[config.mk]
export PLATFORM = sky130hd
export DESIGN_NAME = jet_queue
export DESIGN_NICKNAME = d
export VERILOG_FILES = /design/src/julia_escape_time_iterator_core_assert.svh /design/src/jet_pkg.sv /design/src/jet_queue.sv
export SDC_FILE = /design/constraint.sdc
export NUM_CORES = 1
export LEC_CHECK = 0
export BUFFER_PORTS_ARGS = -buffer_cell sky130_fd_sc_hd__buf_2
export CORE_MARGIN = 2
export CORE_UTILIZATION = 33
export CTS_BUF_LIST = sky130_fd_sc_hd__clkbuf_8 sky130_fd_sc_hd__clkbuf_16
export DETAILED_ROUTE_END_ITERATION = 8
export PLACE_DENSITY = 0.6
export SYNTH_ARGS = -nofsm -noshare
export SYNTH_HDL_FRONTEND = slang
export SYNTH_SLANG_ARGS = --single-unit
[constraint.sdc]
create_clock -name clk -period 11.8 [get_ports clk]
set_input_delay 1.18 -clock clk [delete_from_list [all_inputs] [get_ports clk]]
set_output_delay 1.18 -clock clk [all_outputs]
set_load 0.1 [all_outputs]
[src/julia_escape_time_iterator_core_assert.svh]
// Assertion macros for the Julia escape-time iterator core.
// Used by the top level; expects clk and rst_n in the including scope.
`ifndef JULIA_ESCAPE_TIME_ITERATOR_CORE_ASSERT_SVH
`define JULIA_ESCAPE_TIME_ITERATOR_CORE_ASSERT_SVH
`ifndef SYNTHESIS
// Same-cycle implication
`define JET_ASSERT_IMP(lbl, ante, cons) \
  lbl: assert property (@(posedge clk) disable iff (!rst_n) (ante) |-> (cons)) \
    else $error("julia core assertion failed");
// Next-cycle implication
`define JET_ASSERT_NXT(lbl, ante, cons) \
  lbl: assert property (@(posedge clk) disable iff (!rst_n) (ante) |=> (cons)) \
    else $error("julia core assertion failed");
`else
`define JET_ASSERT_IMP(lbl, ante, cons)
`define JET_ASSERT_NXT(lbl, ante, cons)
`endif
`endif

[src/jet_pkg.sv]
// Shared types, constants and helpers for the Julia escape-time iterator.
// No dependencies.
package jet_pkg;

  // Fixed port widths
  localparam int PIX_W     = 12;
  localparam int CNT_OUT_W = 16;
  localparam int REG_W     = 32;
  localparam int CFG_IDX_W = 3;
  localparam int MAX_IT_W  = 16;

  // Fraction bits of the register and start-point format (Q4.28)
  localparam int IN_FRAC   = 28;

  // Multiplier slice width and start-point queue depth
  localparam int MUL_CHUNK = 32;
  localparam int Q_DEPTH   = 2;

  // Register map
  localparam logic [CFG_IDX_W-1:0] REG_C_REAL      = 3'd0;
  localparam logic [CFG_IDX_W-1:0] REG_C_IMAG      = 3'd1;
  localparam logic [CFG_IDX_W-1:0] REG_ORIGIN_REAL = 3'd2;
  localparam logic [CFG_IDX_W-1:0] REG_ORIGIN_IMAG = 3'd3;
  localparam logic [CFG_IDX_W-1:0] REG_STEP_REAL   = 3'd4;
  localparam logic [CFG_IDX_W-1:0] REG_STEP_IMAG   = 3'd5;
  localparam logic [CFG_IDX_W-1:0] REG_MAX_ITER    = 3'd6;

  localparam logic [MAX_IT_W-1:0] MAX_ITER_RESET = 16'd256;

  // Queue status seen by both ends
  typedef struct packed {
    logic full;
    logic empty;
  } jet_q_stat_t;

  // Back end status
  typedef struct packed {
    logic busy;
    logic result_pending;
  } jet_back_stat_t;

  // Q.28 value (within +-8) to a format with frac fraction bits; floor when narrowing
  function automatic logic signed [63:0] q28_to_int(input logic signed [32:0] v,
                                                    input int frac);
    logic signed [63:0] w;
    w = 64'(v);
    if (frac >= IN_FRAC) begin
      return w <<< (frac - IN_FRAC);
    end else begin
      return w >>> (IN_FRAC - frac);
    end
  endfunction

endpackage

[src/jet_queue.sv]
// Small FIFO of start points between the front and back ends.
// Depends on jet_pkg.
module jet_queue import jet_pkg::*; #(
  parameter int W     = 66,
  parameter int DEPTH = 2
) (
  input  logic         clk,
  input  logic         rst_n,
  input  logic         push,
  input  logic [W-1:0] wdata,
  input  logic         pop,
  output logic [W-1:0] rdata,
  output jet_q_stat_t  stat
);

  localparam int AW = (DEPTH > 1) ? $clog2(DEPTH) : 1;

  logic [W-1:0]  mem_r [DEPTH];
  logic [AW-1:0] wptr_r, rptr_r;
  logic [AW:0]   cnt_r, cnt_nxt;

  assign stat.full  = (cnt_r == (AW+1)'(DEPTH));
  assign stat.empty = (cnt_r == '0);
  assign rdata      = mem_r[rptr_r];

  always_comb begin
    cnt_nxt = cnt_r;
    if (push && !pop) begin
      cnt_nxt = cnt_r + 1'b1;
    end else if (pop && !push) begin
      cnt_nxt = cnt_r - 1'b1;
    end
  end

  // Pointers wrap at DEPTH
  always_ff @(posedge clk) begin
    if (!rst_n) begin
      wptr_r <= '0;
      rptr_r <= '0;
      cnt_r  <= '0;
    end else begin
      cnt_r <= cnt_nxt;
      if (push) begin
        wptr_r <= (wptr_r == AW'(DEPTH - 1)) ? '0 : wptr_r + 1'b1;
      end
      if (pop) begin
        rptr_r <= (rptr_r == AW'(DEPTH - 1)) ? '0 : rptr_r + 1'b1;
      end
    end
  end

  always_ff @(posedge clk) begin
    if (push) begin
      mem_r[wptr_r] <= wdata;
    end
  end

endmodule

==> summary.txt <==
Clock tree
  • H-Tree Depth: 4
  • CTS tree: done
  • CTS Hold Bufs: 0
  • Clock Path Buffers: 2
  • Clk Tree Root Cell: clkbuf_16
  • Clock latency at the later pin of the worst-skew pair: 0.40 ns
  • Worst-path clk slew: 0.06 ns
  • CTS buffer count: 17
  • Clock Sinks: 137
  • Post-cts resize count: 0
  • Setup Fix Bufs, Post-CTS: 0

Route
  • Met2 WL: 4350 um
  • DRC Markers: 0
  • TritonRoute pass-1 iters: 5
  • Initial drt markers: 144
  • WL/cell: 15.6 um
  • Vias per cell: 4.43
  • Top sig layer: met4
  • Met3 Wirelength: 586 um
  • WL met1: 3930 um
  • Final wirelength: 8950 um
  • Vias: 2542
  • Detail Route Antenna Nets: 0

Timing
  • Worst Max-Slew Pin Slew: 0.936 ns
  • Final Max Tran Viols: 0
  • Hold Vio Cnt, Final: 0
  • Clock skew: 0.00382 ns
  • Setup TNS: 0 ns
  • Max-slew headroom at the worst pin: 0.375
  • Tmin final: 3.34 ns
  • RSZ-0062 raised after global routing: false
  • Fin crit share: 0.283
  • Max Freq: 299 MHz
  • Setup WS post-layout: 8.46 ns
  • Setup violations, final: 0

Pwr
  • Static leakage: 0.00245 uW
  • Max IR drop VDD: 0.000118 V
  • PD cells: 219 mW/mm^2

Global route
  • GR Util All Layers: 0.115
  • Pin count of the biggest net entering global routing: 67
  • Initial antenna violation count: 0
  • Grt total ovfl: 0
  • Number of global-route vias before repair: 2721
  • First-pass GRT wire length: 13700 um

Synthesis
  • FF+latch count, synth: 137
  • Multiplexer area fraction after synthesis: 0.149
  • Post-Synth Simple-Gate Area: 0.0113
  • Synth warn: 0
  • Post-Synth Adder-Cell Area: 0.00251
  • Post-synthesis xor/xnor area fraction: 0.00527
  • Cell variety after synth: 18
  • Cells after Synth: 227
  • Compound-Gate Fraction of Synth Area: 0.00401
  • Syn Area/Cell: 22.0 sq um
  • Syn nets: 298
  • Share of the synthesized area in the top cell type: 0.795
  • Mapped Area: 0.00499 sq mm
  • Yosys top cell by area: edfxtp_1
  • Largest family of logic cells by synthesized area: multiplexers
  • Largest cells by area after synthesis: edfxtp_1, mux2_2, dfxtp_1, buf_6, and2_1
  • Register area share after synthesis: 0.815

Floorplan
  • Initial Util: 0.341
  • Die footprint: 0.0161 sq mm
  • Die X: 127 um
  • Die H: 127 um
  • # rows: 44
  • Core area: 0.0146 sq mm
  • Ports: 138

Setup path
  • WP data required: 10.62 ns
  • Worst setup EP type: output pin
  • Critical Path Fanout Max: 66
  • CP startpoint kind: flop
  • Arrival time worst endpoint: 2.16 ns
  • CP peak stage delay: 0.97 ns
  • CP max-delay cell: dfxtp_4
  • Kind of critical path: reg2out
  • Crit-path cells: mux2_2 > buf_2

Layout
  • Fill count: 1312
  • Nets: 448
  • Share of layout cells above drive strength 1: 0.608
  • Seq. cell area: 0.00407 sq mm
  • Ant diodes: 0
  • Finished Layout Cells: 574
  • Multi-input logic area: 868 sq um
  • Final instance area: 0.00652 sq mm
  • Area growth from synthesis to layout: 30.7%

Place
  • Placed Area: 0.00586 sq mm
  • HPWL Detailed: 5560 um
  • IO buf count: 137
  • Dpl cells: 542
  • Setup WS pre-CTS: 8.69 ns
  • Final Wtd Congestion: 0.643

Min path
  • Worst Hold Class: reg2reg

Run
  • Max-cap check violation count: 0

Outcome
  • Run status: complete, no violations
where the power goes:
group          switching, uW  internal, uW  total (uW)
Clock                    189           393         582
Sequential              15.1           562         577
Combinational            215          51.2         266
placed cells by master (no fill, tap or decap), types with 2 or more instances in the layout:
cell type and instances:
and2_1 3, buf_2 137, bufinv_16 6, clkbuf_16 17
clkinv_1 3, clkinv_2 3, clkinvlp_4 2, dfxtp_1 4
edfxtp_1 132, mux2_2 66, xor2_1 2
layer usage:
| metal | vias up | global-route usage |
|---|---|---|
| met5 | - | 0 |
| met4 | 0 | 0.0465 |
| met3 | 6 | 0.0472 |
| met2 | 92 | 0.182 |
| met1 | 1250 | 0.141 |
| li1 | 1194 | - |
sequential cells by signal, summed over array words and instances (netlist names), named ones only:
name	count
cnt_r	2
mem_r	132
rptr_r	1
wptr_r	1
worst max-delay path, delay by kind of cell, from the launching register on:
family	cells	cell delay, ns
mux	1	0.35
buf+inv	1	0.43
flops	1	0.97
final cells by class:
cell class	instances	share of cell area
sequential	137	0.624
multi-input combinational	82	0.133
timing repair buffer	138	0.106
clock buffer	17	0.0653
clock inverter	15	0.0353
tap	184	0.0353
inverter	1	0.000576
worst paths after layout:
kind                         startpoint                      to  slack (ns)  depth (start not counted)
hold / removal    cnt_r[1]$_SDFFE_PN0P_   cnt_r[1]$_SDFFE_PN0P_        0.52                          2
hold reg to reg   cnt_r[1]$_SDFFE_PN0P_   cnt_r[1]$_SDFFE_PN0P_        0.52                          2
setup / recovery                   flop               rdata[50]        8.46                          2
setup reg to reg    wptr_r$_SDFFE_PN0P_  mem_r[0][43]$_DFFE_PP_        9.76                          2
Yosys cell counts, drive strengths merged:
cell / number
dfxtp: 5
a21boi: 1
and2: 4
nor2: 1
edfxtp: 132
inv: 1
xor2: 2
o21a: 1
xnor2: 1
nor2b: 2
or3: 1
and2b: 1
o21ai: 1
mux2: 66
buf: 7
ha: 1
kinds of logic after synthesis:
kind of cell / Yosys count
and+or+nand+nor: 9
AOI/OAI and AO/OA: 3
adders and majority gates: 1
muxes: 66
xor gates and xnor gates: 3
buffers and inverters: 8
DFF: 137
stage by stage:
step	total power (uW)	util	hold slack [ns]
3_5_place_dp	856	0.400	0.518
4_1_cts	1440	0.445	0.525
2_1_floorplan	812	-	0.466
3_3_place_gp	853	0.400	0.484
5_1_grt	1470	0.445	0.547
6_report	1430	0.445	0.521
No activity file was read; power rests on OpenSTA's default activity.
