[config.mk]
export PLATFORM = sky130hd
export DESIGN_NAME = jet_front_flat
export DESIGN_NICKNAME = d
export VERILOG_FILES = /design/src/julia_escape_time_iterator_core_assert.svh /design/src/jet_pkg.sv /design/src/jet_if.sv /design/src/jet_front.sv /design/src/flat_wrapper.sv
export SDC_FILE = /design/constraint.sdc
export NUM_CORES = 2
export LEC_CHECK = 0
export ABC_AREA = 1
export CAP_MARGIN = 20
export CORE_ASPECT_RATIO = 2
export CORE_MARGIN = 5
export CORE_UTILIZATION = 45
export CTS_CLUSTER_DIAMETER = 80
export DETAILED_ROUTE_END_ITERATION = 8
export DONT_BUFFER_PORTS = 1
export GPL_TIMING_DRIVEN = 0
export SYNTH_ARGS = -nofsm -noshare
export SYNTH_HDL_FRONTEND = slang
export SYNTH_SLANG_ARGS = --single-unit
export TNS_END_PERCENT = 1
[constraint.sdc]
create_clock -name clk -period 4.7 [get_ports clk]
set_input_delay 0 -clock clk [delete_from_list [all_inputs] [get_ports clk]]
set_output_delay 0 -clock clk [all_outputs]
set_load 0.03 [all_outputs]
[src/julia_escape_time_iterator_core_assert.svh]
// Assertion macros for the Julia escape-time iterator core.
// Used by the top level; expects clk and rst_n in the including scope.
`ifndef JULIA_ESCAPE_TIME_ITERATOR_CORE_ASSERT_SVH
`define JULIA_ESCAPE_TIME_ITERATOR_CORE_ASSERT_SVH
`ifndef SYNTHESIS
// Same-cycle implication
`define JET_ASSERT_IMP(lbl, ante, cons) \
  lbl: assert property (@(posedge clk) disable iff (!rst_n) (ante) |-> (cons)) \
    else $error("julia core assertion failed");
// Next-cycle implication
`define JET_ASSERT_NXT(lbl, ante, cons) \
  lbl: assert property (@(posedge clk) disable iff (!rst_n) (ante) |=> (cons)) \
    else $error("julia core assertion failed");
`else
`define JET_ASSERT_IMP(lbl, ante, cons)
`define JET_ASSERT_NXT(lbl, ante, cons)
`endif
`endif

[src/jet_pkg.sv]
// Shared types, constants and helpers for the Julia escape-time iterator.
// No dependencies.
package jet_pkg;

  // Fixed port widths
  localparam int PIX_W     = 12;
  localparam int CNT_OUT_W = 16;
  localparam int REG_W     = 32;
  localparam int CFG_IDX_W = 3;
  localparam int MAX_IT_W  = 16;

  // Fraction bits of the register and start-point format (Q4.28)
  localparam int IN_FRAC   = 28;

  // Multiplier slice width and start-point queue depth
  localparam int MUL_CHUNK = 32;
  localparam int Q_DEPTH   = 2;

  // Register map
  localparam logic [CFG_IDX_W-1:0] REG_C_REAL      = 3'd0;
  localparam logic [CFG_IDX_W-1:0] REG_C_IMAG      = 3'd1;
  localparam logic [CFG_IDX_W-1:0] REG_ORIGIN_REAL = 3'd2;
  localparam logic [CFG_IDX_W-1:0] REG_ORIGIN_IMAG = 3'd3;
  localparam logic [CFG_IDX_W-1:0] REG_STEP_REAL   = 3'd4;
  localparam logic [CFG_IDX_W-1:0] REG_STEP_IMAG   = 3'd5;
  localparam logic [CFG_IDX_W-1:0] REG_MAX_ITER    = 3'd6;

  localparam logic [MAX_IT_W-1:0] MAX_ITER_RESET = 16'd256;

  // Queue status seen by both ends
  typedef struct packed {
    logic full;
    logic empty;
  } jet_q_stat_t;

  // Back end status
  typedef struct packed {
    logic busy;
    logic result_pending;
  } jet_back_stat_t;

  // Q.28 value (within +-8) to a format with frac fraction bits; floor when narrowing
  function automatic logic signed [63:0] q28_to_int(input logic signed [32:0] v,
                                                    input int frac);
    logic signed [63:0] w;
    w = 64'(v);
    if (frac >= IN_FRAC) begin
      return w <<< (frac - IN_FRAC);
    end else begin
      return w >>> (IN_FRAC - frac);
    end
  endfunction

endpackage

[src/jet_if.sv]
// Handshake channel interfaces for the Julia escape-time iterator.
// Depends on jet_pkg.
interface jet_in_if import jet_pkg::*; ();
  logic             valid;
  logic             ready;
  logic [PIX_W-1:0] pixel_column;
  logic [PIX_W-1:0] pixel_row;

  modport source (output valid, output pixel_column, output pixel_row, input ready);
  modport sink   (input valid, input pixel_column, input pixel_row, output ready);
endinterface


[src/jet_front.sv]
// Front end: takes pixel transactions, forms the start point z0 = origin + index*step
// and pushes it into the start-point queue. Depends on jet_pkg and jet_if.
module jet_front import jet_pkg::*; #(
  parameter int COORD_FRAC_BITS  = 28,
  parameter int PIXEL_INDEX_BITS = 12,
  localparam int ZW = COORD_FRAC_BITS + 5
) (
  input  logic                     clk,
  input  logic                     rst_n,
  jet_in_if.sink                   in_pix,
  input  logic signed [REG_W-1:0]  origin_real,
  input  logic signed [REG_W-1:0]  origin_imag,
  input  logic signed [REG_W-1:0]  step_real,
  input  logic signed [REG_W-1:0]  step_imag,
  input  jet_q_stat_t              q_stat,
  output logic                     q_push,
  output logic [2*ZW-1:0]          q_wdata
);

  localparam int IW   = (PIXEL_INDEX_BITS < PIX_W) ? PIXEL_INDEX_BITS : PIX_W;
  localparam int PRW  = REG_W + IW + 1;
  localparam int SUMW = PRW + 1;
  localparam logic signed [SUMW-1:0] LIM_S = SUMW'(1) << (IN_FRAC + 3);
  localparam logic signed [SUMW-1:0] NLIM_S = -LIM_S;

  logic                   s1_valid_r, s1_valid_nxt;
  logic signed [PRW-1:0]  prod_re_r, prod_im_r;
  logic [IW-1:0]          col_idx, row_idx;
  logic                   in_take;
  logic signed [SUMW-1:0] sum_re, sum_im;
  logic signed [32:0]     st_re, st_im;
  logic signed [63:0]     zr0_w, zi0_w;

  // Saturate to [-8, +8] in Q.28
  function automatic logic signed [32:0] clamp8(input logic signed [SUMW-1:0] v);
    logic signed [32:0] r;
    if (v > LIM_S) begin
      r = LIM_S[32:0];
    end else if (v < NLIM_S) begin
      r = NLIM_S[32:0];
    end else begin
      r = v[32:0];
    end
    return r;
  endfunction

  // Stage 1: index times step
  assign col_idx      = in_pix.pixel_column[IW-1:0];
  assign row_idx      = in_pix.pixel_row[IW-1:0];
  assign q_push       = s1_valid_r && !q_stat.full;
  assign in_pix.ready = !s1_valid_r || !q_stat.full;
  assign in_take      = in_pix.valid && in_pix.ready;

  always_comb begin
    s1_valid_nxt = s1_valid_r;
    if (in_take) begin
      s1_valid_nxt = 1'b1;
    end else if (q_push) begin
      s1_valid_nxt = 1'b0;
    end
  end

  always_ff @(posedge clk) begin
    if (!rst_n) begin
      s1_valid_r <= 1'b0;
    end else begin
      s1_valid_r <= s1_valid_nxt;
    end
  end

  always_ff @(posedge clk) begin
    if (in_take) begin
      prod_re_r <= step_real * $signed({1'b0, col_idx});
      prod_im_r <= step_imag * $signed({1'b0, row_idx});
    end
  end

  // Stage 2: add origin, saturate, convert to iteration format
  assign sum_re  = SUMW'(origin_real) + SUMW'(prod_re_r);
  assign sum_im  = SUMW'(origin_imag) + SUMW'(prod_im_r);
  assign st_re   = clamp8(sum_re);
  assign st_im   = clamp8(sum_im);
  assign zr0_w   = q28_to_int(st_re, COORD_FRAC_BITS);
  assign zi0_w   = q28_to_int(st_im, COORD_FRAC_BITS);
  assign q_wdata = {zr0_w[ZW-1:0], zi0_w[ZW-1:0]};

endmodule

[src/flat_wrapper.sv]
// flat-port wrapper written by rule: the top's interface ports become plain ports
module jet_front_flat import jet_pkg::*;
#(
  parameter int COORD_FRAC_BITS  = 28,
  parameter int PIXEL_INDEX_BITS = 12,
  localparam int ZW = COORD_FRAC_BITS + 5
)
  (clk, rst_n, origin_real, origin_imag, step_real, step_imag, q_stat, q_push, q_wdata, in_pix_valid, in_pix_pixel_column, in_pix_pixel_row, in_pix_ready);
  jet_in_if in_pix_i ();
  input  logic clk;
  input  logic rst_n;
  input  logic signed [REG_W-1:0] origin_real;
  input  logic signed [REG_W-1:0] origin_imag;
  input  logic signed [REG_W-1:0] step_real;
  input  logic signed [REG_W-1:0] step_imag;
  input  jet_q_stat_t q_stat;
  output logic q_push;
  output logic [2*ZW-1:0] q_wdata;
  input wire logic [$bits(in_pix_i.valid)-1:0] in_pix_valid;
  input wire logic [$bits(in_pix_i.pixel_column)-1:0] in_pix_pixel_column;
  input wire logic [$bits(in_pix_i.pixel_row)-1:0] in_pix_pixel_row;
  output wire logic [$bits(in_pix_i.ready)-1:0] in_pix_ready;
  assign in_pix_i.valid = in_pix_valid;
  assign in_pix_i.pixel_column = in_pix_pixel_column;
  assign in_pix_i.pixel_row = in_pix_pixel_row;
  assign in_pix_ready = in_pix_i.ready;
  jet_front #(.COORD_FRAC_BITS(COORD_FRAC_BITS), .PIXEL_INDEX_BITS(PIXEL_INDEX_BITS)) u_core (.clk(clk), .rst_n(rst_n), .in_pix(in_pix_i), .origin_real(origin_real), .origin_imag(origin_imag), .step_real(step_real), .step_imag(step_imag), .q_stat(q_stat), .q_push(q_push), .q_wdata(q_wdata));
endmodule
==> impl_summary.md <==
Outcome
The run finished, with violations left. The checks that failed: negative setup slack.

Detailed routing
The vias after detailed routing is approximately 34000. In this run, the number of DRC markers left after iteration 0 of detailed routing was 1669. In the routed design, unresolved DRC markers number 0.

The routed wire length is 137000 um. The count of antenna-violating nets left after detailed routing is 0. The post-detailed-route via-to-cell ratio is about 5.2. The average wire length per cell after detail routing is 20.9 um. The number of detailed-routing iterations run before antenna repair is 7.

Global route
The first-pass GRT wire length is 207000 um. The overall track demand over capacity in global routing is 30.0%. The largest net degree at the start of global routing is 30. The via count of the first global-routing pass was 37000. For this run the aggregate overflow at the end of global routing stands at 0. The number of antenna violations at the first check in global routing is 11.

Synth
After synthesis, the netlist uses 45 different library cells. The area fraction in and, or, nand and nor cells after synthesis is 22.4%. The warning count from the yosys run is 0.

After synthesis the cells add up to 38300 um2. By area, the combinational part of the netlist is dominated by adder cells. Dividing the synthesized area by the synthesized cell count gives 7.06 um2.

The portion of synthesized area spent on multiplexers is 0%. The number of nets in the synthesized netlist is 6543. The number of flip-flops and latches in the synthesized netlist is between 90 and 100.

The synthesized-area fraction occupied by ao, oa, aoi and oai cells is between 5 and 6%. The commonest register cell after synthesis is sky130_fd_sc_hd__edfxtp_1. The adder and majority cell fraction of the synthesized area is 44.9%. The count of flip-flops with a built-in enable after synthesis is 90. Sequential cells were found to cover 7.11% of the synthesized design area. After Yosys synthesis, XOR and XNOR cells account for 2.72% of the synthesized area. The cell count after synthesis is 5420. The share of synthesized flip-flops with an asynchronous set or reset is 0%.

STA
The final hold violation count is 0. Setup repair after global routing could not meet its margin everywhere. The final setup violation count is 4. The slew at the pin closest to its max-slew limit is 0.727 ns. After layout, the worst path uses 100% of the clock period. Setup slack on the critical path of the routed design comes to -0.0139 ns. The highest attainable clock frequency is 212 MHz. The setup clock skew after layout is 0.00694 ns. After layout, the minimum clock period comes to between 4 and 5 ns.

After routing, the total negative slack on setup checks comes to -0.0394 ns. The worst slew margin relative to its limit is 51.5%. The number of max-slew violations in the final report is 0.

Job
The reported max-cap violation count is 0.

Setup path
The startpoint type of the worst setup path is an input port. Among all stages on the critical path, the largest delay is contributed by sky130_fd_sc_hd__fa_1. The critical path's largest stage delay is between 0.5 and 0.6 ns. The signal on the critical path passes through buf_4 -> nand2_1 -> inv_1 -> fa_1 -> inv_1 -> fa_1 -> inv_1 -> fa_1 -> fa_1 -> inv_1 -> fa_1 -> inv_1 -> ha_4 -> a21oi_1 -> inv_2 -> a31oi_2 -> o211ai_1 -> a21oi_2 -> o21ai_2 -> nand2_1 -> nand2_2 -> nand2_1 -> nand2_1 -> xor2_1.

The data required time at the worst endpoint is between 4 and 5 ns. The worst path buffer plus inverter count is 7. The critical path in this run is classified as in -> reg. The kind of cell with the highest combined delay along the critical path is adder cells. STA puts the critical path data arrival time at 4.83 ns. In this run the worst path has a maximum fanout of 10.

The element type at the critical path end is a flip-flop.

CTS
The number of buffers on the longest clock path is 2. CTS saw 91 sinks. TritonCTS built the clock tree. The master cell of the clock root buffer is sky130_fd_sc_hd__clkbuf_16. The insertion delay of the later-clocked pin in the worst-skew pair is 0.37 ns.

The clock slew at the register clock pins of the worst setup and hold paths is 0.07 ns. Buffers inserted during clock tree synthesis total 9. The total number of H-tree levels is 3.

Floorplanning
The core footprint is 84600 um2. The number of ports placed on the die boundary is 225. In this run the vertical extent of the chip is 423 um. The total die area is 91400 um2. The floorplan has 151 rows. The starting density of the core is 45.2%.

The floorplan step set the die width to 216 um.

Placed design
The global placement routability congestion is 1.00. Detailed placement ended at an HPWL of between 100000 and 150000 um. The number of buffers added on ports is 0. The setup slack after placement is -1.51 ns.

Final layout
The post-route netlist has 9.98% of its cells at a drive strength greater than 1. The area growth from synthesis to layout is 10.8%. The number of filler instances in the final layout is about 8600. The top cell types in the final layout, fill and taps aside, are sky130_fd_sc_hd__inv_1 (1550), sky130_fd_sc_hd__nand2_1 (1528), sky130_fd_sc_hd__fa_1 (648). The net count reported at finish is 6608. The most common cell after layout, fill and taps aside is sky130_fd_sc_hd__inv_1.

Hold path
The worst hold-check path type is in -> out.
metal layers:
metal | GRT usage, % | wire (um) | vias to the layer above
li1 | - | - | 15800
met1 | 24.1 | 38300 | 16500
met2 | 59.7 | 75800 | 1102
met3 | 5.67 | 7280 | 578
met4 | 25.8 | 15900 | 8
met5 | 0 | 37 | -
Yosys cell counts (5+ instances only):
library cell | instances | area share [%]
sky130_fd_sc_hd__o21bai_1 | 17 | 0.33
sky130_fd_sc_hd__ha_1 | 288 | 9.4
sky130_fd_sc_hd__o21a_1 | 14 | 0.27
sky130_fd_sc_hd__buf_6 | 6 | 0.18
sky130_fd_sc_hd__nand3_2 | 6 | 0.16
sky130_fd_sc_hd__xnor2_1 | 35 | 0.80
sky130_fd_sc_hd__fa_1 | 678 | 35
sky130_fd_sc_hd__nor3_1 | 17 | 0.22
sky130_fd_sc_hd__a21oi_1 | 224 | 2.9
sky130_fd_sc_hd__edfxtp_1 | 90 | 7.1
sky130_fd_sc_hd__a31oi_1 | 27 | 0.44
sky130_fd_sc_hd__nand4_1 | 34 | 0.56
sky130_fd_sc_hd__buf_2 | 5 | 0.065
sky130_fd_sc_hd__nand3_1 | 106 | 1.4
sky130_fd_sc_hd__nor2_1 | 266 | 2.6
sky130_fd_sc_hd__a21boi_0 | 9 | 0.18
sky130_fd_sc_hd__o21ai_0 | 77 | 1.0
sky130_fd_sc_hd__nand2_2 | 27 | 0.44
sky130_fd_sc_hd__nand3b_1 | 28 | 0.55
sky130_fd_sc_hd__nor2_2 | 40 | 0.65
sky130_fd_sc_hd__a21o_1 | 8 | 0.16
sky130_fd_sc_hd__and2_1 | 5 | 0.082
sky130_fd_sc_hd__nand2_1 | 1562 | 15
sky130_fd_sc_hd__inv_1 | 1582 | 16
sky130_fd_sc_hd__nor4_1 | 5 | 0.082
sky130_fd_sc_hd__clkbuf_1 | 137 | 1.3
sky130_fd_sc_hd__o211ai_1 | 5 | 0.098
sky130_fd_sc_hd__xor2_1 | 84 | 1.9
metrics by stage:
step	std cells	utilization [%]	hold WS, ns	cell area (um2)
after floorplan	5420	-	0.112	38300
after global placement	6491	46.8	0.117	39600
after detailed placement	6494	46.9	0.116	39700
after CTS	6528	48.8	0.000789	41300
after global routing	6561	50.1	0.118	42400
final	6567	50.1	0.114	42400
registers in the layout, indices dropped and copies added, names as in the netlist:
| name | flops |
|---|---|
| u_core.prod_im_r | 45 |
| u_core.prod_re_r | 45 |
| u_core.s1_valid_r | 1 |
kinds of logic after synthesis:
| kind of cell | Yosys count |
|---|---|
| AO/OA/AOI/OAI | 400 |
| XOR/XNOR | 119 |
| buffers and inverters | 1735 |
| AND/OR/NAND/NOR | 2109 |
| adder cells (fa/ha/maj) | 966 |
| flip-flops | 91 |
timing repair:
item	CTS	global route
pin swaps	36	105
hold buffers	5	2
buffers inserted	14	31
setup endpoints to repair	59	37
gates resized for setup	390	293
endpoints found under the hold margin	13	1
final timing paths:
path / from / to / slack, ns / depth (start not counted)
hold reg to reg: u_core.s1_valid_r / u_core.prod_re_r[33] / 0.84 / 2
setup reg to reg: u_core.s1_valid_r / u_core.prod_re_r[40] / 2.91 / 2
setup / recovery: in_pix_pixel_column[1] / u_core.prod_re_r[38] / -0.01 / 24
hold / removal: q_stat[1] / q_push / 0.11 / 1
final cells by class:
cell class | count | area (um2) | share of cell area [%]
Multi-Input combinational cell | 3594 | 30200 | 71.2
Clock buffer | 9 | 225 | 0.531
Timing Repair Buffer | 55 | 492 | 1.16
Antenna cell | 6 | 15.0 | 0.0354
Sequential cell | 91 | 2720 | 6.42
Tap cell | 1071 | 1340 | 3.16
Clock inverter | 7 | 100 | 0.236
Buffer | 148 | 1350 | 3.19
Inverter | 1586 | 5950 | 14.0
Power is not shown: default switching activity piles up to over one toggle a cycle in this logic, so the estimate is an artifact.
