## config.mk

```make
export PLATFORM = sky130hd
export DESIGN_NAME = jet_back_flat
export DESIGN_NICKNAME = d
export VERILOG_FILES = /design/src/julia_escape_time_iterator_core_assert.svh /design/src/jet_pkg.sv /design/src/jet_if.sv /design/src/jet_mul.sv /design/src/jet_back.sv /design/src/flat_wrapper.sv
export SDC_FILE = /design/constraint.sdc
export NUM_CORES = 2
export LEC_CHECK = 0
export BUFFER_PORTS_ARGS = -buffer_cell sky130_fd_sc_hd__buf_4
export CORE_MARGIN = 3
export CORE_UTILIZATION = 42
export CTS_CLUSTER_DIAMETER = 150
export DETAILED_ROUTE_END_ITERATION = 16
export PLACE_DENSITY = 0.62
export SETUP_SLACK_MARGIN = 0.3
export SYNTH_ARGS = -nofsm -noshare
export SYNTH_HDL_FRONTEND = slang
export SYNTH_HIERARCHICAL = 1
export SYNTH_SLANG_ARGS = --single-unit
```

## constraint.sdc

```tcl
create_clock -name clk -period 10 [get_ports clk]
set_input_delay 2 -clock clk [delete_from_list [all_inputs] [get_ports clk]]
set_output_delay 2 -clock clk [all_outputs]
set_load 0.05 [all_outputs]
```

## src/julia_escape_time_iterator_core_assert.svh

```systemverilog
// Assertion macros for the Julia escape-time iterator core.
// Used by the top level; expects clk and rst_n in the including scope.
`ifndef JULIA_ESCAPE_TIME_ITERATOR_CORE_ASSERT_SVH
`define JULIA_ESCAPE_TIME_ITERATOR_CORE_ASSERT_SVH
`ifndef SYNTHESIS
// Same-cycle implication
`define JET_ASSERT_IMP(lbl, ante, cons) \
  lbl: assert property (@(posedge clk) disable iff (!rst_n) (ante) |-> (cons)) \
    else $error("julia core assertion failed");
// Next-cycle implication
`define JET_ASSERT_NXT(lbl, ante, cons) \
  lbl: assert property (@(posedge clk) disable iff (!rst_n) (ante) |=> (cons)) \
    else $error("julia core assertion failed");
`else
`define JET_ASSERT_IMP(lbl, ante, cons)
`define JET_ASSERT_NXT(lbl, ante, cons)
`endif
`endif

```

## src/jet_pkg.sv

```systemverilog
// Shared types, constants and helpers for the Julia escape-time iterator.
// No dependencies.
package jet_pkg;

  // Fixed port widths
  localparam int PIX_W     = 12;
  localparam int CNT_OUT_W = 16;
  localparam int REG_W     = 32;
  localparam int CFG_IDX_W = 3;
  localparam int MAX_IT_W  = 16;

  // Fraction bits of the register and start-point format (Q4.28)
  localparam int IN_FRAC   = 28;

  // Multiplier slice width and start-point queue depth
  localparam int MUL_CHUNK = 32;
  localparam int Q_DEPTH   = 2;

  // Register map
  localparam logic [CFG_IDX_W-1:0] REG_C_REAL      = 3'd0;
  localparam logic [CFG_IDX_W-1:0] REG_C_IMAG      = 3'd1;
  localparam logic [CFG_IDX_W-1:0] REG_ORIGIN_REAL = 3'd2;
  localparam logic [CFG_IDX_W-1:0] REG_ORIGIN_IMAG = 3'd3;
  localparam logic [CFG_IDX_W-1:0] REG_STEP_REAL   = 3'd4;
  localparam logic [CFG_IDX_W-1:0] REG_STEP_IMAG   = 3'd5;
  localparam logic [CFG_IDX_W-1:0] REG_MAX_ITER    = 3'd6;

  localparam logic [MAX_IT_W-1:0] MAX_ITER_RESET = 16'd256;

  // Queue status seen by both ends
  typedef struct packed {
    logic full;
    logic empty;
  } jet_q_stat_t;

  // Back end status
  typedef struct packed {
    logic busy;
    logic result_pending;
  } jet_back_stat_t;

  // Q.28 value (within +-8) to a format with frac fraction bits; floor when narrowing
  function automatic logic signed [63:0] q28_to_int(input logic signed [32:0] v,
                                                    input int frac);
    logic signed [63:0] w;
    w = 64'(v);
    if (frac >= IN_FRAC) begin
      return w <<< (frac - IN_FRAC);
    end else begin
      return w >>> (IN_FRAC - frac);
    end
  endfunction

endpackage

```

## src/jet_if.sv

```systemverilog


interface jet_out_if import jet_pkg::*; ();
  logic                 valid;
  logic                 ready;
  logic [CNT_OUT_W-1:0] iteration_count;

  modport source (output valid, output iteration_count, input ready);
  modport sink   (input valid, input iteration_count, output ready);
endinterface


```

## src/jet_mul.sv

```systemverilog
// Shared magnitude multiplier: (a*b) >> FRAC from 32x32 partial products,
// one per cycle, accumulated in a register. Depends on jet_pkg.
module jet_mul import jet_pkg::*; #(
  parameter int FRAC = 28,
  localparam int MW = FRAC + 4,
  localparam int SW = FRAC + 7
) (
  input  logic          clk,
  input  logic          rst_n,
  input  logic          start,
  input  logic [MW-1:0] a,
  input  logic [MW-1:0] b,
  output logic          done,
  output logic [SW-1:0] res
);

  localparam int NC   = (MW + MUL_CHUNK - 1) / MUL_CHUNK;
  localparam int PADW = NC * MUL_CHUNK;
  localparam int ACCW = 2 * PADW;
  localparam int NCW  = (NC > 1) ? $clog2(NC) : 1;
  localparam logic [NCW-1:0] LAST_IDX = NCW'(NC - 1);

  logic [PADW-1:0]        a_r, b_r;
  logic [NCW-1:0]         i_r, j_r;
  logic                   issuing_r, ppv_r, done_r, pplast_r;
  logic [2*MUL_CHUNK-1:0] pp_r;
  logic [NCW:0]           pos_r;
  logic [ACCW-1:0]        acc_r;
  logic [MUL_CHUNK-1:0]   a_chunk, b_chunk;
  logic                   last_pp;

  assign a_chunk = a_r[i_r*MUL_CHUNK +: MUL_CHUNK];
  assign b_chunk = b_r[j_r*MUL_CHUNK +: MUL_CHUNK];
  assign last_pp = (i_r == LAST_IDX) && (j_r == LAST_IDX);
  assign done    = done_r;
  assign res     = acc_r[FRAC +: SW];

  // Sequencing over slice pairs
  always_ff @(posedge clk) begin
    if (!rst_n) begin
      issuing_r <= 1'b0;
      ppv_r     <= 1'b0;
      done_r    <= 1'b0;
      i_r       <= '0;
      j_r       <= '0;
    end else begin
      ppv_r  <= issuing_r;
      done_r <= ppv_r && pplast_r;
      if (start) begin
        issuing_r <= 1'b1;
        i_r       <= '0;
        j_r       <= '0;
      end else if (issuing_r) begin
        if (last_pp) begin
          issuing_r <= 1'b0;
        end else if (j_r == LAST_IDX) begin
          j_r <= '0;
          i_r <= i_r + 1'b1;
        end else begin
          j_r <= j_r + 1'b1;
        end
      end
    end
  end

  // Partial product, then shifted accumulate
  always_ff @(posedge clk) begin
    if (start) begin
      a_r   <= PADW'(a);
      b_r   <= PADW'(b);
      acc_r <= '0;
    end else if (ppv_r) begin
      acc_r <= acc_r + (ACCW'(pp_r) << (pos_r * MUL_CHUNK));
    end
    if (issuing_r) begin
      pp_r     <= a_chunk * b_chunk;
      pos_r    <= {1'b0, i_r} + {1'b0, j_r};
      pplast_r <= last_pp;
    end
  end

endmodule

```

## src/jet_back.sv

```systemverilog
// Back end: iterates z = z*z + c on one start point at a time with the shared
// multiplier and holds the escape count in the output register.
// Depends on jet_pkg, jet_if and jet_mul.
module jet_back import jet_pkg::*; #(
  parameter int COORD_FRAC_BITS = 28,
  parameter int COUNT_BITS      = 16,
  localparam int ZW = COORD_FRAC_BITS + 5
) (
  input  logic                    clk,
  input  logic                    rst_n,
  input  logic signed [REG_W-1:0] c_real,
  input  logic signed [REG_W-1:0] c_imag,
  input  logic [MAX_IT_W-1:0]     max_iterations,
  input  jet_q_stat_t             q_stat,
  input  logic [2*ZW-1:0]         q_rdata,
  output logic                    q_pop,
  jet_out_if.source               out_res,
  output jet_back_stat_t          stat
);

  localparam int F  = COORD_FRAC_BITS;
  localparam int MW = F + 4;
  localparam int SW = F + 7;
  localparam int EW = F + 10;
  localparam int CW = (COUNT_BITS < CNT_OUT_W) ? COUNT_BITS : CNT_OUT_W;
  localparam logic [SW:0] FOUR = (SW+1)'(4) << F;
  localparam logic signed [EW-1:0] LIM_E  = EW'(8) << F;
  localparam logic signed [EW-1:0] NLIM_E = -LIM_E;

  // Sequencer states
  localparam logic [2:0] B_IDLE = 3'd0;
  localparam logic [2:0] B_LOOP = 3'd1;
  localparam logic [2:0] B_WR2  = 3'd2;
  localparam logic [2:0] B_WI2  = 3'd3;
  localparam logic [2:0] B_TEST = 3'd4;
  localparam logic [2:0] B_WP   = 3'd5;
  localparam logic [2:0] B_DONE = 3'd6;

  logic [2:0]             state_r, state_nxt;
  logic signed [ZW-1:0]   zr_r, zr_nxt, zi_r, zi_nxt;
  logic [CW-1:0]          n_r, n_nxt;
  logic [SW-1:0]          r2_r, r2_nxt, i2_r, i2_nxt;
  logic                   out_valid_r, out_valid_nxt;
  logic [CNT_OUT_W-1:0]   out_count_r, out_count_nxt;
  logic [CW-1:0]          limit;
  logic signed [63:0]     cr_w, ci_w;
  logic signed [EW-1:0]   cr_e, ci_e;
  logic [MW-1:0]          zr_mag, zi_mag;
  logic                   mul_start, mul_done;
  logic [MW-1:0]          mul_a, mul_b;
  logic [SW-1:0]          mul_res;
  logic                   escaped;
  logic signed [EW-1:0]   p_ext, prod_s, r2_e, i2_e, re_e, im_e;

  function automatic logic signed [ZW-1:0] clamp8(input logic signed [EW-1:0] v);
    logic signed [ZW-1:0] r;
    if (v > LIM_E) begin
      r = LIM_E[ZW-1:0];
    end else if (v < NLIM_E) begin
      r = NLIM_E[ZW-1:0];
    end else begin
      r = v[ZW-1:0];
    end
    return r;
  endfunction

  // Constant c in iteration format, sign carried into the wide format
  assign cr_w  = q28_to_int(33'(c_real), F);
  assign ci_w  = q28_to_int(33'(c_imag), F);
  assign cr_e  = EW'($signed(cr_w[ZW-1:0]));
  assign ci_e  = EW'($signed(ci_w[ZW-1:0]));
  assign limit = max_iterations[CW-1:0];

  // Magnitudes of z
  assign zr_mag = zr_r[ZW-1] ? MW'(-zr_r) : MW'(zr_r);
  assign zi_mag = zi_r[ZW-1] ? MW'(-zi_r) : MW'(zi_r);

  jet_mul #(
    .FRAC (F)
  ) u_mul (
    .clk   (clk),
    .rst_n (rst_n),
    .start (mul_start),
    .a     (mul_a),
    .b     (mul_b),
    .done  (mul_done),
    .res   (mul_res)
  );

  // Escape test and next z
  assign escaped = ({1'b0, r2_r} + {1'b0, i2_r}) >= FOUR;
  assign p_ext   = $signed({3'b000, mul_res});
  assign prod_s  = (zr_r[ZW-1] ^ zi_r[ZW-1]) ? -p_ext : p_ext;
  assign r2_e    = $signed({3'b000, r2_r});
  assign i2_e    = $signed({3'b000, i2_r});
  assign re_e    = r2_e - i2_e + cr_e;
  assign im_e    = (prod_s <<< 1) + ci_e;

  // Iteration sequencer
  always_comb begin
    state_nxt     = state_r;
    zr_nxt        = zr_r;
    zi_nxt        = zi_r;
    n_nxt         = n_r;
    r2_nxt        = r2_r;
    i2_nxt        = i2_r;
    mul_start     = 1'b0;
    mul_a         = zr_mag;
    mul_b         = zr_mag;
    q_pop         = 1'b0;
    out_valid_nxt = out_valid_r;
    out_count_nxt = out_count_r;
    if (out_valid_r && out_res.ready) begin
      out_valid_nxt = 1'b0;
    end
    unique case (state_r)
      B_IDLE: begin
        if (!q_stat.empty) begin
          q_pop     = 1'b1;
          zr_nxt    = q_rdata[2*ZW-1:ZW];
          zi_nxt    = q_rdata[ZW-1:0];
          n_nxt     = '0;
          state_nxt = B_LOOP;
        end
      end
      B_LOOP: begin
        if (n_r >= limit) begin
          state_nxt = B_DONE;
        end else begin
          mul_start = 1'b1;
          state_nxt = B_WR2;
        end
      end
      B_WR2: begin
        mul_a = zi_mag;
        mul_b = zi_mag;
        if (mul_done) begin
          r2_nxt    = mul_res;
          mul_start = 1'b1;
          state_nxt = B_WI2;
        end
      end
      B_WI2: begin
        if (mul_done) begin
          i2_nxt    = mul_res;
          state_nxt = B_TEST;
        end
      end
      B_TEST: begin
        mul_b = zi_mag;
        if (escaped) begin
          state_nxt = B_DONE;
        end else begin
          mul_start = 1'b1;
          state_nxt = B_WP;
        end
      end
      B_WP: begin
        if (mul_done) begin
          zr_nxt    = clamp8(re_e);
          zi_nxt    = clamp8(im_e);
          n_nxt     = n_r + 1'b1;
          state_nxt = B_LOOP;
        end
      end
      B_DONE: begin
        // Output register frees up when the pending transaction is taken
        if (!out_valid_r || out_res.ready) begin
          out_valid_nxt = 1'b1;
          out_count_nxt = CNT_OUT_W'(n_r);
          state_nxt     = B_IDLE;
        end
      end
      default: begin
        state_nxt = B_IDLE;
      end
    endcase
  end

  always_ff @(posedge clk) begin
    if (!rst_n) begin
      state_r     <= B_IDLE;
      out_valid_r <= 1'b0;
    end else begin
      state_r     <= state_nxt;
      out_valid_r <= out_valid_nxt;
    end
  end

  always_ff @(posedge clk) begin
    zr_r        <= zr_nxt;
    zi_r        <= zi_nxt;
    n_r         <= n_nxt;
    r2_r        <= r2_nxt;
    i2_r        <= i2_nxt;
    out_count_r <= out_count_nxt;
  end

  assign out_res.valid           = out_valid_r;
  assign out_res.iteration_count = out_count_r;
  assign stat.busy               = (state_r != B_IDLE);
  assign stat.result_pending     = out_valid_r;

endmodule

```

## src/flat_wrapper.sv

```systemverilog
// flat-port wrapper written by rule: the top's interface ports become plain ports
module jet_back_flat import jet_pkg::*;
#(
  parameter int COORD_FRAC_BITS = 28,
  parameter int COUNT_BITS      = 16,
  localparam int ZW = COORD_FRAC_BITS + 5
)
  (clk, rst_n, c_real, c_imag, max_iterations, q_stat, q_rdata, q_pop, stat, out_res_valid, out_res_iteration_count, out_res_ready);
  jet_out_if out_res_i ();
  input  logic clk;
  input  logic rst_n;
  input  logic signed [REG_W-1:0] c_real;
  input  logic signed [REG_W-1:0] c_imag;
  input  logic [MAX_IT_W-1:0] max_iterations;
  input  jet_q_stat_t q_stat;
  input  logic [2*ZW-1:0] q_rdata;
  output logic q_pop;
  output jet_back_stat_t stat;
  output wire logic [$bits(out_res_i.valid)-1:0] out_res_valid;
  output wire logic [$bits(out_res_i.iteration_count)-1:0] out_res_iteration_count;
  input wire logic [$bits(out_res_i.ready)-1:0] out_res_ready;
  assign out_res_valid = out_res_i.valid;
  assign out_res_iteration_count = out_res_i.iteration_count;
  assign out_res_i.ready = out_res_ready;
  jet_back #(.COORD_FRAC_BITS(COORD_FRAC_BITS), .COUNT_BITS(COUNT_BITS)) u_core (.clk(clk), .rst_n(rst_n), .c_real(c_real), .c_imag(c_imag), .max_iterations(max_iterations), .q_stat(q_stat), .q_rdata(q_rdata), .q_pop(q_pop), .out_res(out_res_i), .stat(stat));
endmodule
```

==> flow_summary_export.csv <==
group,metric,value,unit
run_status,status,"finished clean",
detailed_routing,wl,181200,um
sta,final_hold_viol_count,0,
final_layout,layout_common_cells,"inv_1 (1059), fa_1 (900), nand2_1 (735), and2_1 (605), ha_1 (483)",
sta,setup_ws,956.5,ps
clock_network,root_buffer,"clkbuf_16",
grt,grtUsageMet3,2.830,%
setup_path,crit_path_end_kind,"register",
detailed_routing,wire_per_inst,20.61,um
grt,grt_pass1_wl,287400,um
detailed_routing,dr.pass1.iters,5,
detailed_routing,antenna_left,0,
synthesis,synthTopCellsByArea,"fa_1 (29%), edfxtp_1 (14%), ha_1 (9.6%), inv_1 (6.3%), and2_1 (6.0%)",
sta,slew_violations,0,
detailed_routing,avgViaCountPerCell,5.490,
clock_network,h-tree-depth,2,
detailed_routing,drcViolationCount,0,
grt,grt_max_degree,91,
final_layout,fillCellCount,14450,
setup_path,worstPathMaxFanout,32,
floorplanning,core_area,148200,um^2
final_layout,drive_gt1_share,7.212,%
synthesis,syn_avg_cell_area,9.060,um^2
place,port_buffers,169,
sta,finalSetupViolations,0,
setup_path,worst-path-buf-inv,6,
place,place.gp.congestion,0.9236,
floorplanning,dieArea,154200,um^2
floorplanning,initial_core_util,42.38,%
final_layout,final_nets,8367,
synthesis,synth-edff-count,297,
setup_path,slowest_delay,830,ps
clock_network,cts_resized,0,
grt,use_met1,31.79,%
detailed_routing,drt_iter0_drc,3252,
job,maxCapViolCount,0,
floorplanning,die-width,392.7,um
final_layout,final_common_cell,"inv_1",
final_layout,layout-area-overhead-vs-synth,6.511,%
clock_network,clk_latency,580,ps
clock_network,cts_setup_buffers,0,
sta,clock_skew,23.18,ps
setup_path,crit_top_cell,"fa_1",
sta,max-slew-margin-rel,14.64,%
worst_hold_path,hold_class,"reg -> reg",
sta,tns,0,ps
sta,min_period_over_period,90.44,%
setup_path,slowest_stage,"dfxtp_2",
synthesis,synth_area,62800,um^2
synthesis,ys_ff_latch,368,
clock_network,clock_sinks,368,
synthesis,synth_cells,6931,
sta,worst_pin_slew,1276,ps
setup_path,critPathLaunchType,"register",
grt,top_usage_layer,"met2",
floorplanning,die_h,392.7,um
grt,grtUsageTotal,23.73,%
final_layout,diodes,0,
place,place_hpwl,150300,um
synthesis,syn-num-nets,8465,
setup_path,critPathKind,"reg -> reg",
synthesis,yosys.cell_types.count,121,
place,dp_slack,924.0,ps
clock_network,clockBufferDepth,3,
clock_network,cts.reportedPaths.clkPinSlew,70,ps
grt,overflow,0,
detailed_routing,vias,48280,
grt,grt_use_met2,40.67,%
clock_network,cts_buffers,40,
synthesis,post-synth-top-area-cell,"fa_1",
grt,antenna_found_initial,3,
setup_path,critical_path.top_delay_family,"adder cells",
synthesis,synth_top_flop_cell,"edfxtp_1",
clock_network,cts_tree,"built",
synthesis,synth-async-reset-ratio,0,%
sta,fmax,0.1106,GHz
sta,fin_crit,9044,ps
setup_path,timing.critical_path.required,10340,ps
floorplanning,num_rows,141,
synthesis,yosysTopAreaCellShare,28.69,%
sta,rsz0062_at_grt,"false",
grt,grt_pass1_vias,50090,
synthesis,ys_seq_area_share,16.47,%
setup_path,arrival,9380,ps
synthesis,yosysWarnings,6,
clock_network,ctsHoldBuffers,0,
floorplanning,ios,171,
-- metal layers --
metal	vias up	part of all wire (%)
li1	22310	-
met1	24370	43
met2	1364	48
met3	231	5.4
met4	0	2.8
met5	-	0
-- cell type report --
| cell class | count | area (um^2) | area share, % |
|---|---|---|---|
| Tap cell | 1930 | 2415 | 3.610 |
| Sequential cell | 368 | 10350 | 15.47 |
| Multi-Input combinational cell | 5088 | 46750 | 69.90 |
| Inverter | 1062 | 3986 | 5.960 |
| Timing Repair Buffer | 273 | 2049 | 3.064 |
| Clock buffer | 50 | 1070 | 1.599 |
| Clock inverter | 23 | 266.5 | 0.3984 |
-- stage by stage --
step	hold slack [ps]	utilization (%)	cell area (um^2)	cells
floorplan	443.2	-	62800	6931
global placement	480.3	44.23	65550	8721
detailed placement	464.8	44.23	65550	8721
CTS	498.4	45.14	66890	8794
global route	533.4	45.14	66890	8794
finish	507.7	45.14	66890	8794
-- sequential cells by signal (all words and copies together), names as in the netlist --
register                        flops
u_core/state_r                      3
u_core/u_mul/issuing_r              1
u_core/u_mul/acc_r                 63
u_core/u_mul/pplast_r               1
u_core/i2_r                        35
u_core/r2_r                        35
u_core/out_res.valid                1
u_core/out_res.iteration_count     16
u_core/u_mul/i_r                    1
u_core/u_mul/pp_r                  63
u_core/u_mul/pos_r                  1
u_core/u_mul/done                   1
u_core/u_mul/b_r                   32
u_core/u_mul/a_r                   32
u_core/zr_r                        33
u_core/zi_r                        33
u_core/u_mul/ppv_r                  1
u_core/n_r                         16
-- tightest hold or removal path: cells and delay by family (launching register included) --
kind,cells,cell delay (ps)
flops,1,340
mux,1,70
simple gates,1,70
-- cell usage after synthesis (53+ instances only) --
cell type / instances
a21o_1: 124
a21oi_1: 290
and2_1: 605
clkbuf_1: 338
dfxtp_1: 71
edfxtp_1: 297
fa_1: 900
ha_1: 483
inv_1: 1060
mux2i_1: 97
nand2_1: 735
nand2b_1: 53
nand3_1: 128
nand4_1: 85
nor2_1: 251
nor2b_1: 111
o21ai_0: 191
xnor2_1: 172
xor2_1: 142
-- cells by family after synthesis --
kind of cell / after synthesis / share of synthesized area [%]
XOR/XNOR: 314 / 4.379
AND/OR/NAND/NOR: 2189 / 17.90
flip-flops: 368 / 16.47
buffers and inverters: 1475 / 9.281
AO/OA/AOI/OAI: 1066 / 11.41
multiplexers: 136 / 2.245
adder cells (fa/ha/maj): 1383 / 38.31
-- worst paths after layout --
| kind | from | end | slack [ps] | cells after the start |
|---|---|---|---|---|
| worst max register to register | u_core/u_mul/i_r | u_core/u_mul/pp_r[61] | 960 | 28 |
| worst min register to register | u_core/u_mul/acc_r[26] | u_core/u_mul/acc_r[26] | 510 | 2 |
| worst max-delay path | u_core/u_mul/i_r | u_core/u_mul/pp_r[61] | 960 | 28 |
| worst min-delay path | u_core/u_mul/acc_r[26] | u_core/u_mul/acc_r[26] | 510 | 2 |
Power is left out: the tool's default activity adds up to more than one toggle a clock period on the data nets, which glitch-free logic cannot reach.
